`config.mk`:
```
export PLATFORM = sky130hd
export DESIGN_NAME = laser_scan_telegram_deframer
export DESIGN_NICKNAME = d
export VERILOG_FILES = /design/src/rtl/lstd_pkg.sv /design/src/rtl/lstd_in_reg.sv /design/src/rtl/lstd_parser.sv /design/src/rtl/lstd_out_reg.sv /design/src/rtl/laser_scan_telegram_deframer.sv
export VERILOG_INCLUDE_DIRS = /design/src /design/src/rtl
export SDC_FILE = /design/constraint.sdc
export NUM_CORES = 1
export LEC_CHECK = 0
export BUFFER_PORTS_ARGS = -buffer_cell sky130_fd_sc_hd__buf_2
export CORE_AREA = 2 2 292 178
export CTS_BUF_LIST = sky130_fd_sc_hd__clkbuf_8
export CTS_CLUSTER_SIZE = 8
export DETAILED_ROUTE_END_ITERATION = 10
export DIE_AREA = 0 0 294 180
export PLACE_DENSITY = 0.41
export SETUP_SLACK_MARGIN = 0.05
export SYNTH_ARGS = -nofsm -noshare
export SYNTH_HDL_FRONTEND = slang
export SYNTH_SLANG_ARGS = --single-unit
```
`constraint.sdc`:
```
create_clock -name clk -period 13.6 [get_ports clk]
set_input_delay 2.72 -clock clk [delete_from_list [all_inputs] [get_ports clk]]
set_output_delay 2.72 -clock clk [all_outputs]
set_load 0.01 [all_outputs]
```
`src/rtl/laser_scan_telegram_deframer_macros.svh`:
```
// Assertion macros for the telegram deframer.
// Both expect signals named clk and rst_n in the scope of use.
`ifndef LASER_SCAN_TELEGRAM_DEFRAMER_MACROS_SVH
`define LASER_SCAN_TELEGRAM_DEFRAMER_MACROS_SVH

// Same-cycle implication, checked outside reset
`define LSTD_ASSERT_NOW(label, ante, cons) \
  label: assert property (@(posedge clk) disable iff (!rst_n) (ante) |-> (cons)) \
    else $error("deframer check failed");

// Next-cycle implication, checked outside reset
`define LSTD_ASSERT_NEXT(label, ante, cons) \
  label: assert property (@(posedge clk) disable iff (!rst_n) (ante) |=> (cons)) \
    else $error("deframer check failed");

`endif

```
`src/rtl/lstd_pkg.sv`:
```
`default_nettype none

package lstd_pkg;

  typedef enum logic [1:0] {
    PH_HUNT,
    PH_HEADER,
    PH_PAYLOAD
  } phase_t;

  typedef enum logic [2:0] {
    ST_OK,
    ST_CRC_BAD,
    ST_BAD_VERSION,
    ST_TYPE_DIFF,
    ST_IO_BLOCK,
    ST_REFLECTOR,
    ST_UNKNOWN_TYPE,
    ST_SHORT
  } frame_status_t;

  localparam logic KIND_BEAM    = 1'b0;
  localparam logic KIND_VERDICT = 1'b1;

  // Header byte offsets
  localparam logic [4:0] HDR_WC_HI   = 5'd2;
  localparam logic [4:0] HDR_WC_LO   = 5'd3;
  localparam logic [4:0] HDR_VER_LO  = 5'd6;
  localparam logic [4:0] HDR_VER_HI  = 5'd7;
  localparam logic [4:0] HDR_SCAN_B0 = 5'd10;
  localparam logic [4:0] HDR_SCAN_B1 = 5'd11;
  localparam logic [4:0] HDR_SCAN_B2 = 5'd12;
  localparam logic [4:0] HDR_SCAN_B3 = 5'd13;
  localparam logic [4:0] HDR_TEL_LO  = 5'd14;
  localparam logic [4:0] HDR_TEL_HI  = 5'd15;
  localparam logic [4:0] HDR_TYPE_A  = 5'd16;
  localparam logic [4:0] HDR_TYPE_B  = 5'd17;
  localparam logic [4:0] HDR_LAST    = 5'd19;

  localparam logic [1:0]  SYNC_ZEROS_M1 = 2'd3;
  localparam logic [15:0] VER_102       = 16'h0102;
  localparam logic [15:0] VER_103       = 16'h0103;
  localparam logic [16:0] SUB_102       = 17'd20;
  localparam logic [16:0] SUB_103       = 17'd10;
  localparam logic [16:0] MIN_PAYLOAD   = 17'd2;
  localparam logic [15:0] CRC_POLY      = 16'h1021;
  localparam logic [15:0] CRC_SEED_RST  = 16'hFFFF;
  localparam logic [7:0]  TYPE_MEAS     = 8'hBB;
  localparam logic [7:0]  TYPE_IO       = 8'hAA;
  localparam logic [7:0]  TYPE_REFL     = 8'hCC;

  typedef struct packed {
    logic        item_kind;
    logic [15:0] beam_index;
    logic [12:0] range_cm;
    logic [2:0]  beam_flags;
    logic [2:0]  frame_status;
    logic [31:0] scan_count;
    logic [15:0] telegram_count;
    logic        version_103;
    logic        last;
  } lstd_result_t;

  // CRC-16, MSB first, one byte
  function automatic logic [15:0] crc16_byte(input logic [15:0] crc_in,
                                             input logic [7:0] data);
    logic [15:0] c;
    c = crc_in ^ {data, 8'h00};
    for (int i = 0; i < 8; i++) begin
      if (c[15]) begin
        c = {c[14:0], 1'b0} ^ CRC_POLY;
      end else begin
        c = {c[14:0], 1'b0};
      end
    end
    return c;
  endfunction

endpackage

`default_nettype wire

```
`src/rtl/lstd_in_reg.sv`:
```
`default_nettype none

module lstd_in_reg
  import lstd_pkg::*;
(
  input  wire logic       clk,
  input  wire logic       rst_n,
  input  wire logic       in_valid,
  output logic            in_stall,
  input  wire logic [7:0] in_data_byte,
  output logic            byte_valid,
  output logic [7:0]      byte_data,
  input  wire logic       byte_take
);

  logic       valid_r, valid_nxt;
  logic [7:0] data_r;
  logic       accept;

  // Stall only while a held byte cannot move on
  assign in_stall   = valid_r && !byte_take;
  assign accept     = in_valid && !in_stall;
  assign byte_valid = valid_r;
  assign byte_data  = data_r;

  always_comb begin
    valid_nxt = valid_r;
    if (accept) begin
      valid_nxt = 1'b1;
    end else if (byte_take) begin
      valid_nxt = 1'b0;
    end
  end

  always_ff @(posedge clk) begin
    if (!rst_n) begin
      valid_r <= 1'b0;
    end else begin
      valid_r <= valid_nxt;
    end
  end

  // Capture the byte on each transfer
  always_ff @(posedge clk) begin
    if (accept) begin
      data_r <= in_data_byte;
    end
  end

endmodule

`default_nettype wire

```
`src/rtl/lstd_parser.sv`:
```
`default_nettype none

module lstd_parser
  import lstd_pkg::*;
(
  input  wire logic        clk,
  input  wire logic        rst_n,
  input  wire logic        byte_valid,
  input  wire logic [7:0]  byte_data,
  output logic             byte_take,
  input  wire logic        res_ready,
  output logic             res_valid,
  output lstd_result_t     res,
  input  wire logic [15:0] crc_seed
);

  phase_t      phase_r, phase_nxt;
  logic [1:0]  zero_run_r, zero_run_nxt;
  logic [16:0] pos_r, pos_nxt;
  logic [16:0] len_r, len_nxt;
  logic [15:0] crc_r, crc_nxt;
  logic [15:0] wc_r, wc_nxt;
  logic [15:0] ver_r, ver_nxt;
  logic [31:0] scan_r, scan_nxt;
  logic [15:0] tel_r, tel_nxt;
  logic [7:0]  type_a_r, type_a_nxt;
  logic [7:0]  type_b_r, type_b_nxt;
  logic [7:0]  low_r, low_nxt;

  logic          emit;
  logic          is_verdict;
  frame_status_t status;
  logic [15:0]   crc_upd;
  logic [16:0]   size;
  logic [16:0]   sub;
  logic [17:0]   pos_p2;
  logic [15:0]   word;

  assign crc_upd = crc16_byte(crc_r, byte_data);
  assign size    = {wc_r, 1'b0};
  assign pos_p2  = {1'b0, pos_r} + 18'd2;
  assign word    = {byte_data, low_r};

  // A byte that makes no result moves on even while the output is blocked
  assign byte_take = byte_valid && (res_ready || !emit);
  assign res_valid = byte_valid && emit;

  // Next state and result for the held byte
  always_comb begin
    phase_nxt    = phase_r;
    zero_run_nxt = zero_run_r;
    pos_nxt      = pos_r;
    len_nxt      = len_r;
    crc_nxt      = crc_r;
    wc_nxt       = wc_r;
    ver_nxt      = ver_r;
    scan_nxt     = scan_r;
    tel_nxt      = tel_r;
    type_a_nxt   = type_a_r;
    type_b_nxt   = type_b_r;
    low_nxt      = low_r;
    emit         = 1'b0;
    is_verdict   = 1'b0;
    status       = ST_OK;
    sub          = SUB_102;

    case (phase_r)
      PH_HUNT: begin
        if (byte_data == 8'h00) begin
          zero_run_nxt = zero_run_r + 2'd1;
          if (zero_run_r == SYNC_ZEROS_M1) begin
            phase_nxt    = PH_HEADER;
            zero_run_nxt = 2'd0;
            pos_nxt      = 17'd0;
            crc_nxt      = crc_seed;
          end
        end else begin
          zero_run_nxt = 2'd0;
        end
      end

      PH_HEADER: begin
        crc_nxt = crc_upd;
        pos_nxt = pos_r + 17'd1;
        case (pos_r[4:0])
          HDR_WC_HI:   wc_nxt[15:8]    = byte_data;
          HDR_WC_LO:   wc_nxt[7:0]     = byte_data;
          HDR_VER_LO:  ver_nxt[7:0]    = byte_data;
          HDR_VER_HI:  ver_nxt[15:8]   = byte_data;
          HDR_SCAN_B0: scan_nxt[7:0]   = byte_data;
          HDR_SCAN_B1: scan_nxt[15:8]  = byte_data;
          HDR_SCAN_B2: scan_nxt[23:16] = byte_data;
          HDR_SCAN_B3: scan_nxt[31:24] = byte_data;
          HDR_TEL_LO:  tel_nxt[7:0]    = byte_data;
          HDR_TEL_HI:  tel_nxt[15:8]   = byte_data;
          HDR_TYPE_A:  type_a_nxt      = byte_data;
          HDR_TYPE_B:  type_b_nxt      = byte_data;
          default: ;
        endcase
        // Size the payload on the last header byte
        if (pos_r[4:0] == HDR_LAST) begin
          sub = (ver_r == VER_103) ? SUB_103 : SUB_102;
          if (ver_r != VER_102 && ver_r != VER_103) begin
            emit       = 1'b1;
            is_verdict = 1'b1;
            status     = ST_BAD_VERSION;
          end else if (size < sub + MIN_PAYLOAD) begin
            emit       = 1'b1;
            is_verdict = 1'b1;
            status     = ST_SHORT;
          end else begin
            phase_nxt = PH_PAYLOAD;
            len_nxt   = size - sub;
            pos_nxt   = 17'd0;
          end
        end
      end

      PH_PAYLOAD: begin
        pos_nxt = pos_r + 17'd1;
        if (pos_p2 < {1'b0, len_r}) begin
          crc_nxt = crc_upd;
          if (!pos_r[0]) begin
            low_nxt = byte_data;
          end else begin
            emit = 1'b1;
          end
        end else if (pos_p2 == {1'b0, len_r}) begin
          low_nxt = byte_data;
        end else begin
          // Checksum complete: pick the verdict by priority
          emit       = 1'b1;
          is_verdict = 1'b1;
          if (word != crc_r) begin
            status = ST_CRC_BAD;
          end else if (type_a_r != type_b_r) begin
            status = ST_TYPE_DIFF;
          end else if (type_a_r == TYPE_MEAS) begin
            status = ST_OK;
          end else if (type_a_r == TYPE_IO) begin
            status = ST_IO_BLOCK;
          end else if (type_a_r == TYPE_REFL) begin
            status = ST_REFLECTOR;
          end else begin
            status = ST_UNKNOWN_TYPE;
          end
        end
      end

      default: begin
        phase_nxt    = PH_HUNT;
        zero_run_nxt = 2'd0;
        pos_nxt      = 17'd0;
      end
    endcase

    // Any verdict returns to hunting
    if (is_verdict) begin
      phase_nxt    = PH_HUNT;
      zero_run_nxt = 2'd0;
      pos_nxt      = 17'd0;
    end
  end

  // Assemble the result item
  always_comb begin
    res.item_kind      = is_verdict ? KIND_VERDICT : KIND_BEAM;
    res.beam_index     = is_verdict ? 16'd0 : pos_r[16:1];
    res.range_cm       = is_verdict ? 13'd0 : word[12:0];
    res.beam_flags     = is_verdict ? 3'd0 : word[15:13];
    res.frame_status   = is_verdict ? status : ST_OK;
    res.scan_count     = scan_r;
    res.telegram_count = tel_r;
    res.version_103    = (ver_r == VER_103);
    res.last           = is_verdict;
  end

  always_ff @(posedge clk) begin
    if (!rst_n) begin
      phase_r    <= PH_HUNT;
      zero_run_r <= 2'd0;
      pos_r      <= 17'd0;
      len_r      <= 17'd0;
      crc_r      <= CRC_SEED_RST;
      wc_r       <= 16'd0;
      ver_r      <= 16'd0;
      scan_r     <= 32'd0;
      tel_r      <= 16'd0;
      type_a_r   <= 8'd0;
      type_b_r   <= 8'd0;
      low_r      <= 8'd0;
    end else if (byte_take) begin
      phase_r    <= phase_nxt;
      zero_run_r <= zero_run_nxt;
      pos_r      <= pos_nxt;
      len_r      <= len_nxt;
      crc_r      <= crc_nxt;
      wc_r       <= wc_nxt;
      ver_r      <= ver_nxt;
      scan_r     <= scan_nxt;
      tel_r      <= tel_nxt;
      type_a_r   <= type_a_nxt;
      type_b_r   <= type_b_nxt;
      low_r      <= low_nxt;
    end
  end

endmodule

`default_nettype wire

```
`src/rtl/lstd_out_reg.sv`:
```
`default_nettype none

module lstd_out_reg
  import lstd_pkg::*;
(
  input  wire logic          clk,
  input  wire logic          rst_n,
  input  wire logic          res_valid,
  input  wire lstd_result_t  res,
  input  wire logic          res_take,
  output logic               res_ready,
  output logic               out_valid,
  input  wire logic          out_stall,
  output lstd_result_t       out_res
);

  logic         valid_r, valid_nxt;
  lstd_result_t res_r;
  logic         load;

  // Room when empty or when the held result leaves this cycle
  assign res_ready = !valid_r || !out_stall;
  assign load      = res_valid && res_take;
  assign out_valid = valid_r;
  assign out_res   = res_r;

  always_comb begin
    valid_nxt = valid_r;
    if (load) begin
      valid_nxt = 1'b1;
    end else if (valid_r && !out_stall) begin
      valid_nxt = 1'b0;
    end
  end

  always_ff @(posedge clk) begin
    if (!rst_n) begin
      valid_r <= 1'b0;
    end else begin
      valid_r <= valid_nxt;
    end
  end

  always_ff @(posedge clk) begin
    if (load) begin
      res_r <= res;
    end
  end

endmodule

`default_nettype wire

```
`src/rtl/laser_scan_telegram_deframer.sv`:
```
// Channel   Direction  Handshake              Payload
// in_       input      in_valid / in_stall    in_data_byte
// out_      output     out_valid / out_stall  beam or verdict fields
// cfg_      input      cfg_valid / cfg_ready  cfg_crc_seed
//
// One byte per cycle while in_stall is low: a byte sits in the input register,
// the parser state and CRC advance, and any result lands in the output register.
// A result is offered from the output register, after its byte has left the input register.
// Reset (rst_n low, synchronous) returns to zero hunting with seed 0xFFFF.
// While the output is stalled an empty output register still takes one result;
// bytes that make no result keep flowing until a result-making byte meets a full output.
`default_nettype none

`include "laser_scan_telegram_deframer_macros.svh"

module laser_scan_telegram_deframer
  import lstd_pkg::*;
(
  input  wire logic        clk,
  input  wire logic        rst_n,
  input  wire logic        in_valid,
  output logic             in_stall,
  input  wire logic [7:0]  in_data_byte,
  output logic             out_valid,
  input  wire logic        out_stall,
  output logic             out_item_kind,
  output logic [15:0]      out_beam_index,
  output logic [12:0]      out_range_cm,
  output logic [2:0]       out_beam_flags,
  output logic [2:0]       out_frame_status,
  output logic [31:0]      out_scan_count,
  output logic [15:0]      out_telegram_count,
  output logic             out_version_103,
  output logic             out_last,
  input  wire logic        cfg_valid,
  output logic             cfg_ready,
  input  wire logic [15:0] cfg_crc_seed
);

  logic         byte_valid;
  logic [7:0]   byte_data;
  logic         byte_take;
  logic         res_valid;
  logic         res_ready;
  lstd_result_t res;
  lstd_result_t out_res;
  logic [15:0]  crc_seed_r;

  // Seed register, always writable
  assign cfg_ready = 1'b1;

  always_ff @(posedge clk) begin
    if (!rst_n) begin
      crc_seed_r <= CRC_SEED_RST;
    end else if (cfg_valid && cfg_ready) begin
      crc_seed_r <= cfg_crc_seed;
    end
  end

  lstd_in_reg u_in_reg (
    .clk          (clk),
    .rst_n        (rst_n),
    .in_valid     (in_valid),
    .in_stall     (in_stall),
    .in_data_byte (in_data_byte),
    .byte_valid   (byte_valid),
    .byte_data    (byte_data),
    .byte_take    (byte_take)
  );

  lstd_parser u_parser (
    .clk        (clk),
    .rst_n      (rst_n),
    .byte_valid (byte_valid),
    .byte_data  (byte_data),
    .byte_take  (byte_take),
    .res_ready  (res_ready),
    .res_valid  (res_valid),
    .res        (res),
    .crc_seed   (crc_seed_r)
  );

  lstd_out_reg u_out_reg (
    .clk       (clk),
    .rst_n     (rst_n),
    .res_valid (res_valid),
    .res       (res),
    .res_take  (byte_take),
    .res_ready (res_ready),
    .out_valid (out_valid),
    .out_stall (out_stall),
    .out_res   (out_res)
  );

  assign out_item_kind      = out_res.item_kind;
  assign out_beam_index     = out_res.beam_index;
  assign out_range_cm       = out_res.range_cm;
  assign out_beam_flags     = out_res.beam_flags;
  assign out_frame_status   = out_res.frame_status;
  assign out_scan_count     = out_res.scan_count;
  assign out_telegram_count = out_res.telegram_count;
  assign out_version_103    = out_res.version_103;
  assign out_last           = out_res.last;

  // Input only stalls behind a full, stalled output
  `LSTD_ASSERT_NOW(a_stall_cause, in_stall, out_valid && out_stall)
  // Verdicts and only verdicts close a telegram
  `LSTD_ASSERT_NOW(a_last_kind, out_valid, out_last == out_item_kind)
  // A beam never carries a status
  `LSTD_ASSERT_NOW(a_beam_clean, out_valid && !out_item_kind, out_frame_status == ST_OK)
  // A taken byte that yields a result shows up at the output next cycle
  `LSTD_ASSERT_NEXT(a_result_lands, res_valid && byte_take, out_valid)

endmodule

`default_nettype wire

```
== Word level (Yosys, flattened, before mapping) ==
Cells that the tools add are included.

* Register bits: 270
* Latch bits: 0
* Bits in writable memories: 0
* Memory bits (read-only): 0
* Input bits: 29
* Output and inout bits: 89
* Word-level logic and storage cells: 183
* Memories: 0

* $add $sub $neg: 5
* $mul: 0
* Divide/modulo/power cells: 0
* $lt $le $gt $ge: 2
* Equal/unequal tests: 36
* Shift-type cells: 0
* Muxes and demuxes: 59
* Bitwise gates (word level): 11
* Reductions and logical operators: 39

{| class="wikitable"
|+ Operators with widths
! cell !! number
|-
| 13-bit two-way mux || 8
|-
| 17-bit two-way mux || 6
|-
| 17-bit one-hot mux with 3 select lines || 1
|-
| 16-bit two-way mux || 3
|-
| 16-bit one-hot mux with 3 select lines || 1
|-
| 3-bit AND reduction || 13
|-
| 16-bit by 9-bit inequality test with 1-bit output (second input constant) || 2
|-
| 5-bit by 4-bit == test with 1-bit output (second input constant) || 6
|-
| 3-bit two-way mux || 9
|-
| 8-bit == test (second input constant) || 3
|-
| 8-bit two-way mux || 3
|-
| 3-bit inverter || 8
|-
| 2-bit two-way mux || 10
|-
| 17-bit by 2-bit adder with 18-bit output (second input constant) || 1
|-
| 18-bit by 17-bit == test with 1-bit output || 1
|-
| 18-bit by 17-bit less-than comparator with 1-bit output || 1
|-
| 17-bit by 1-bit adder with 17-bit output (second input constant) || 1
|-
| 17-bit by 2-bit adder with 17-bit output (second input constant) || 1
|-
| 17-bit less-than comparator || 1
|-
| 17-bit subtractor || 1
|-
| 16-bit by 9-bit == test with 1-bit output (second input constant) || 1
|-
| 16-bit inequality test || 1
|-
| 16-bit bitwise XOR || 1
|-
| 5-bit == test (second input constant) || 3
|-
| 29 further kinds || 66
|}

== Logic depth before layout (Yosys ltp) ==
* Depth after elaboration: 19
* Mapped depth: 19
* Depth with buffers taken out: 15

== Cells and area by module ==
From an unflattened synthesis, not the netlist that was laid out.

* Cells, all modules: 1208
* Area total of the unflattened synthesis: 12031.5 µm²

{| class="wikitable"
|+ By module, submodules not included
! module !! instances !! cells each !! area an instance (µm²) !! sequential area each (µm²)
|-
| lstd_parser || 1 || 1051 || 8524.4 || 3143.0
|-
| lstd_out_reg || 1 || 91 || 2627.5 || 2602.5
|-
| laser_scan_telegram_deframer || 1 || 54 || 591.8 || 320.3
|-
| lstd_in_reg || 1 || 12 || 287.8 || 260.2
|}

== Least setup slack after synthesis ==
Ideal clock, no wire load.

* Path type: register -> register
* From: register u_parser.pos_r[1]
* To: register u_out_reg.res_r, in the netlist u_out_reg.out_res[0], enable pin
* Library setup time: 0.650 ns
* Arrival: 9.610 ns
* Data required time: 12.950 ns
* Slack: 3.339 ns
* Cell stages (with the launch flop): 15
* Buffers on the path: 1
* Clock period less this slack: 10.261 ns
* Cell sequence: dfxtp_1 ha_1 nand3_1 nor4_1 nand2_1 xnor2_1 ha_1 nand3_1 or4_1 nor2_1 o311a_1 o31a_1 buf_6 o21ai_4 nor3b_1

* Longest elaborated chain between the ends: 9
* Elaborated cells on any way between the ends: 13
* Those cells by class: 1 x add/sub; 1 x order compare; 2 x eq/ne; 4 x mux; 5 x reduce/logical

{| class="wikitable"
|+ Ends and longest elaborated chain
! element !! RTL line !! RTL
|-
| start, declared || lstd_parser.sv:19 || <nowiki>logic [16:0] pos_r, pos_nxt;</nowiki>
|-
| start signal, assigned || lstd_parser.sv:195 || <nowiki>pos_r <= pos_nxt;</nowiki>
|-
| parallel branches: the longest is 4 deep, another holds 17-bit by 2-bit adder with 18-bit output || -- ||
|-
| 1-bit one-hot mux with 2 select lines (*) || lstd_parser.sv:67 || <nowiki>case (phase_r)</nowiki>
|-
| 1-bit zero test || lstd_parser.sv:45 || <nowiki>assign byte_take = byte_valid && (res_ready || !emit);</nowiki>
|-
| 1-bit logical OR || lstd_parser.sv:45 ||
|-
| 1-bit logical AND || lstd_parser.sv:45 ||
|-
| 1-bit logical AND (*) || lstd_out_reg.sv:23 || <nowiki>assign load = res_valid && res_take;</nowiki>
|-
| via u_out_reg.load || lstd_out_reg.sv:19 || <nowiki>logic load;</nowiki>
|-
| end signal, assigned || lstd_out_reg.sv:46 || <nowiki>res_r <= res;</nowiki>
|-
| end, declared || lstd_out_reg.sv:18 || <nowiki>lstd_result_t res_r;</nowiki>
|}

Mark *: on every way through the listed nets, which the timed path passes.
A chain may end at the register's enable or synchronous reset.

== Final worst setup path ==
* From: register u_parser.pos_r[2]
* To: output port in_stall

* Longest elaborated chain between the ends: 10
* Elaborated cells on any way between the ends: 13
* Those cells by class: 1 x add/sub; 1 x order compare; 2 x eq/ne; 4 x mux; 5 x reduce/logical

{| class="wikitable"
|+ Ends and longest elaborated chain
! element !! RTL line !! RTL
|-
| parallel branches: the longest is 4 deep, another holds 17-bit by 2-bit adder with 18-bit output || -- ||
|-
| 1-bit one-hot mux with 2 select lines (*) || lstd_parser.sv:67 ||
|-
| 1-bit zero test (*) || lstd_parser.sv:45 ||
|-
| 1-bit logical OR (*) || lstd_parser.sv:45 ||
|-
| 1-bit logical AND (*) || lstd_parser.sv:45 ||
|-
| 1-bit zero test (*) || lstd_in_reg.sv:21 || <nowiki>assign in_stall = valid_r && !byte_take;</nowiki>
|-
| 1-bit logical AND (*) || lstd_in_reg.sv:21 ||
|-
| end, declared || laser_scan_telegram_deframer.sv:22 || <nowiki>output logic in_stall,</nowiki>
|}

Every way passes the cells marked *.

==> results.md <==
- **Crit path arrival time** 5550 ps
- **worst slew slack as a fraction of its limit** 12.3%
- **root buffer cell** clkbuf_8
- **clock transition at the registers of the reported paths** 70 ps
- **unrepaired setup endpoints after global routing** false
- **relative area change from synthesis to final layout** 16.8%
- **first drt pass iteration count** 5
- **outcome** finished, final reports clean
- **top cell type's share of synthesized area** 29.3%
- **Die Height** 180 um
- **total number of H-tree levels** 2
- **maximum operating frequency** 121 MHz
- **Detailed Route Iter0 Violations** 625
- **share of the cycle needed by the critical path after routing** 60.8%
- **share of post-route cells with drive strength above 1** 17.9%
- **async set-reset flop share out of synthesis** 0%
- **diode insertion count for antenna repair** 0
- **number of buffer and inverter instances along the worst setup path** 1
- **data required time at the worst endpoint** 10880 ps
- **slack of the worst reg-to-reg path** 7510 ps
- **number of max-cap violations** 0
- **worst clock skew on the final layout** 53.0 ps
- **number of buffers inserted by hold repair at cts** 0
- **max-slew violation count** 0
- **syn nets** 1162
- **Skew-Pair Late Insertion Delay** 600 ps
- **initial core utilization** 23.8%
- **cell type group with the largest total delay on the critical path** simple AND/OR/NAND/NOR gates
- **via count of the first global-routing pass** 8241
- **compound-cell area share of the yosys netlist** 9.45%
- **share of the synthesized netlist area taken by xor and xnor gates** 5.05%
- **count leader, synth** dfxtp_1
- **DRC violation count after routing** 0
- **sequential-to-total area share from yosys stat** 52.6%
- **pin count of the biggest net entering global routing** 65
- **TritonCTS clock tree** yes
- **ratio of total power to cell area** 112 nW/um^2
- **Critical Path Slowest Stage Cell** nor4b_1
- **setup violation total in the final timing report** 0
- **cell type with the highest aggregate area in the netlist** dfxtp_1
- **synthesized-area fraction occupied by and/or/nand/nor cells** 16.2%
- **post-layout min period** 8270 ps
- **top cell types by occurrence after synthesis** dfxtp_1 (175), nand2_1 (161), mux2i_1 (114)
- **flop and latch count out of synthesis** 268
- **wire length after detailed routing** 34600 um
- **average wire per standard cell** 18.3 um
- **critical path, cell by cell** ha_1, nand3_1, nor4_1, nand2_1, xnor2_1, ha_1, nand3_1, nor2_1, a221o_1, nor4b_1, o31a_1, nor2b_1, nor2b_1, buf_2
- **main area contributors after synthesis** dfxtp_1 (29%), edfxtp_1 (23%), mux2i_1 (9.5%)
- **Die X-Extent** 294 um
- **synthesis warning total** 0
- **number of enable-type register cells in the synthesized netlist** 93
- **Cell variety after synth** 75
- **IO Count** 118
- **worst hold margin** 425 ps
- **CTS buffer count** 45
- **worst-case clock buffer depth** 3
- **number of clock sinks seen by CTS** 268
- **number of antenna violations at the first check in global routing** 1
- **arithmetic-cell share of the synthesized area counting full adders, half adders and majority gates** 3.51%
- **total gr overflow** 0
- **area of the mapped netlist** 12000 um^2
- **number of antenna-violating nets in the routed design** 0
- **die area** 52900 um^2
- **synthesized area per cell** 10.9 um^2
- **wire length of the first global-routing pass** 52400 um
- **all-layer global routing usage** 12.9%
- **portion of netlist area occupied by mux cells** 9.63%
- **Post-CTS Resized** 0
- **Critical Path Start Type** flop
- **Main synth FF type** dfxtp_1
- **Setup crit end kind** output port
- **Post-Route Setup TNS** 0 ps
- **routed via count** 8485
- **main combinational cell family by area after synthesis** simple AND/OR/NAND/NOR gates
- **largest incremental delay on the critical path** 890 ps
- **leakage power figure** 6.08 nW
- **worst vdd ir** 51.9 uV
- **number of buffers inserted by post-CTS setup repair** 0
- **mean number of vias per cell** 4.48
- **core area** 50400 um^2
- **gate count of the mapped netlist** 1100
- **Port Buffer Count** 116
- **Min-Delay Path Class** flop to flop
- **RePlAce Congestion** 0.795
- **worst-path fanout max** 10
- **DP Wirelength** 23300 um
- **Crit Path Class** flop to output port
- **final hold vios** 0
- **slew at the pin closest to its max-slew limit** 1300 ps
- **Final Net Count** 1264
- **row count** 64
## per-stage QoR
| stage | setup WS (ps) | cell area [um^2] | power (mW) | utilization [%] | std cells |
|---|---|---|---|---|---|
| 4_1_cts | 5400 | 14000 | 1.60 | 27.7 | 1896 |
| 3_5_place_dp | 6080 | 13200 | 0.899 | 26.1 | 1815 |
| 3_3_place_gp | 6270 | 13200 | 0.899 | 26.1 | 1815 |
| 2_1_floorplan | 3340 | 12000 | 0.878 | - | 1100 |
| 6_report | 5330 | 14000 | 1.56 | 27.7 | 1896 |
| 5_1_grt | 4900 | 14000 | 1.64 | 27.7 | 1896 |
## kinds of logic (layout without fill, tap and decap cells)
| family | after synthesis | in the layout |
|---|---|---|
| compound gates | 144 | 144 |
| mux | 115 | 115 |
| other cells | 1 | 1 |
| xor+xnor | 69 | 69 |
| buf+inv | 97 | 233 |
| fa+ha+maj | 33 | 33 |
| simple gates | 373 | 373 |
| flops | 268 | 268 |
## metal layers
metal	up-vias	share of wire, %	track usage (%)
met5	-	0	0
met4	0	1.6	2.94
met3	54	5.0	2.83
met2	153	40	17.6
met1	4141	53	20.3
li1	4137	-	-
## final cells by class
class                   count  area, um^2
clock inverters            34         173
clock buffers              47         647
fillers                  5240       36400
inverters                  26         103
flip-flops and latches    268        6300
well taps                 660         826
multi-input cells         735        5270
repair buffers            126         658
## cells in the final DEF, fill, tap and decap left out, types with 4 or more instances in the layout
cell type and instances:
dfxtp_1 175, nand2_1 161, buf_2 115, mux2i_1 114, edfxtp_1 93, nor2_1 52, clkbuf_8 47, xnor2_1 46
inv_1 45, nand3_1 41, and3_1 38, o21ai_0 32, ha_1 32, xor2_1 23, o211ai_1 22, a21oi_1 16
a211oi_1 13, nor4_1 11, buf_4 11, nand4_1 9, nor2b_1 9, nor3_1 8, clkinv_1 8, nand4_4 7
o211ai_2 7, and2_1 6, o31ai_1 6, a21o_1 4, a31oi_1 4, o21a_1 4, or4_1 4, nand4b_1 4
nand2b_1 4
## report_power, final
group	internal [mW]	leakage, nW	total (mW)	switching [mW]
clock network	0.340	0.502	0.684	0.344
registers	0.829	2.45	0.834	0.00529
logic	0.0137	3.13	0.0462	0.0324
total	1.18	6.08	1.56	0.382
## registers in the layout, indices dropped and copies added, names as in the netlist
register             count
u_out_reg.out_res       85
u_parser.scan_r         32
u_parser.pos_r          17
crc_seed_r              16
u_parser.crc_r          16
u_parser.len_r          16
u_parser.tel_r          16
u_parser.ver_r          16
u_parser.wc_r           16
u_in_reg.byte_data       8
u_parser.low_r           8
u_parser.type_a_r        8
u_parser.type_b_r        8
u_parser.phase_r         2
u_parser.zero_run_r      2
u_in_reg.byte_valid      1
u_out_reg.out_valid      1
## final timing paths
path | end | startpoint | cells after the start
max | in_stall | u_parser.pos_r[2] | 14
min | u_out_reg.out_res[11] | u_parser.tel_r[9] | 0
max reg2reg | u_parser.scan_r[7] | u_parser.pos_r[2] | 14
min reg2reg | u_out_reg.out_res[11] | u_parser.tel_r[9] | 0
Note: power is estimated with default switching activity, not from simulation.
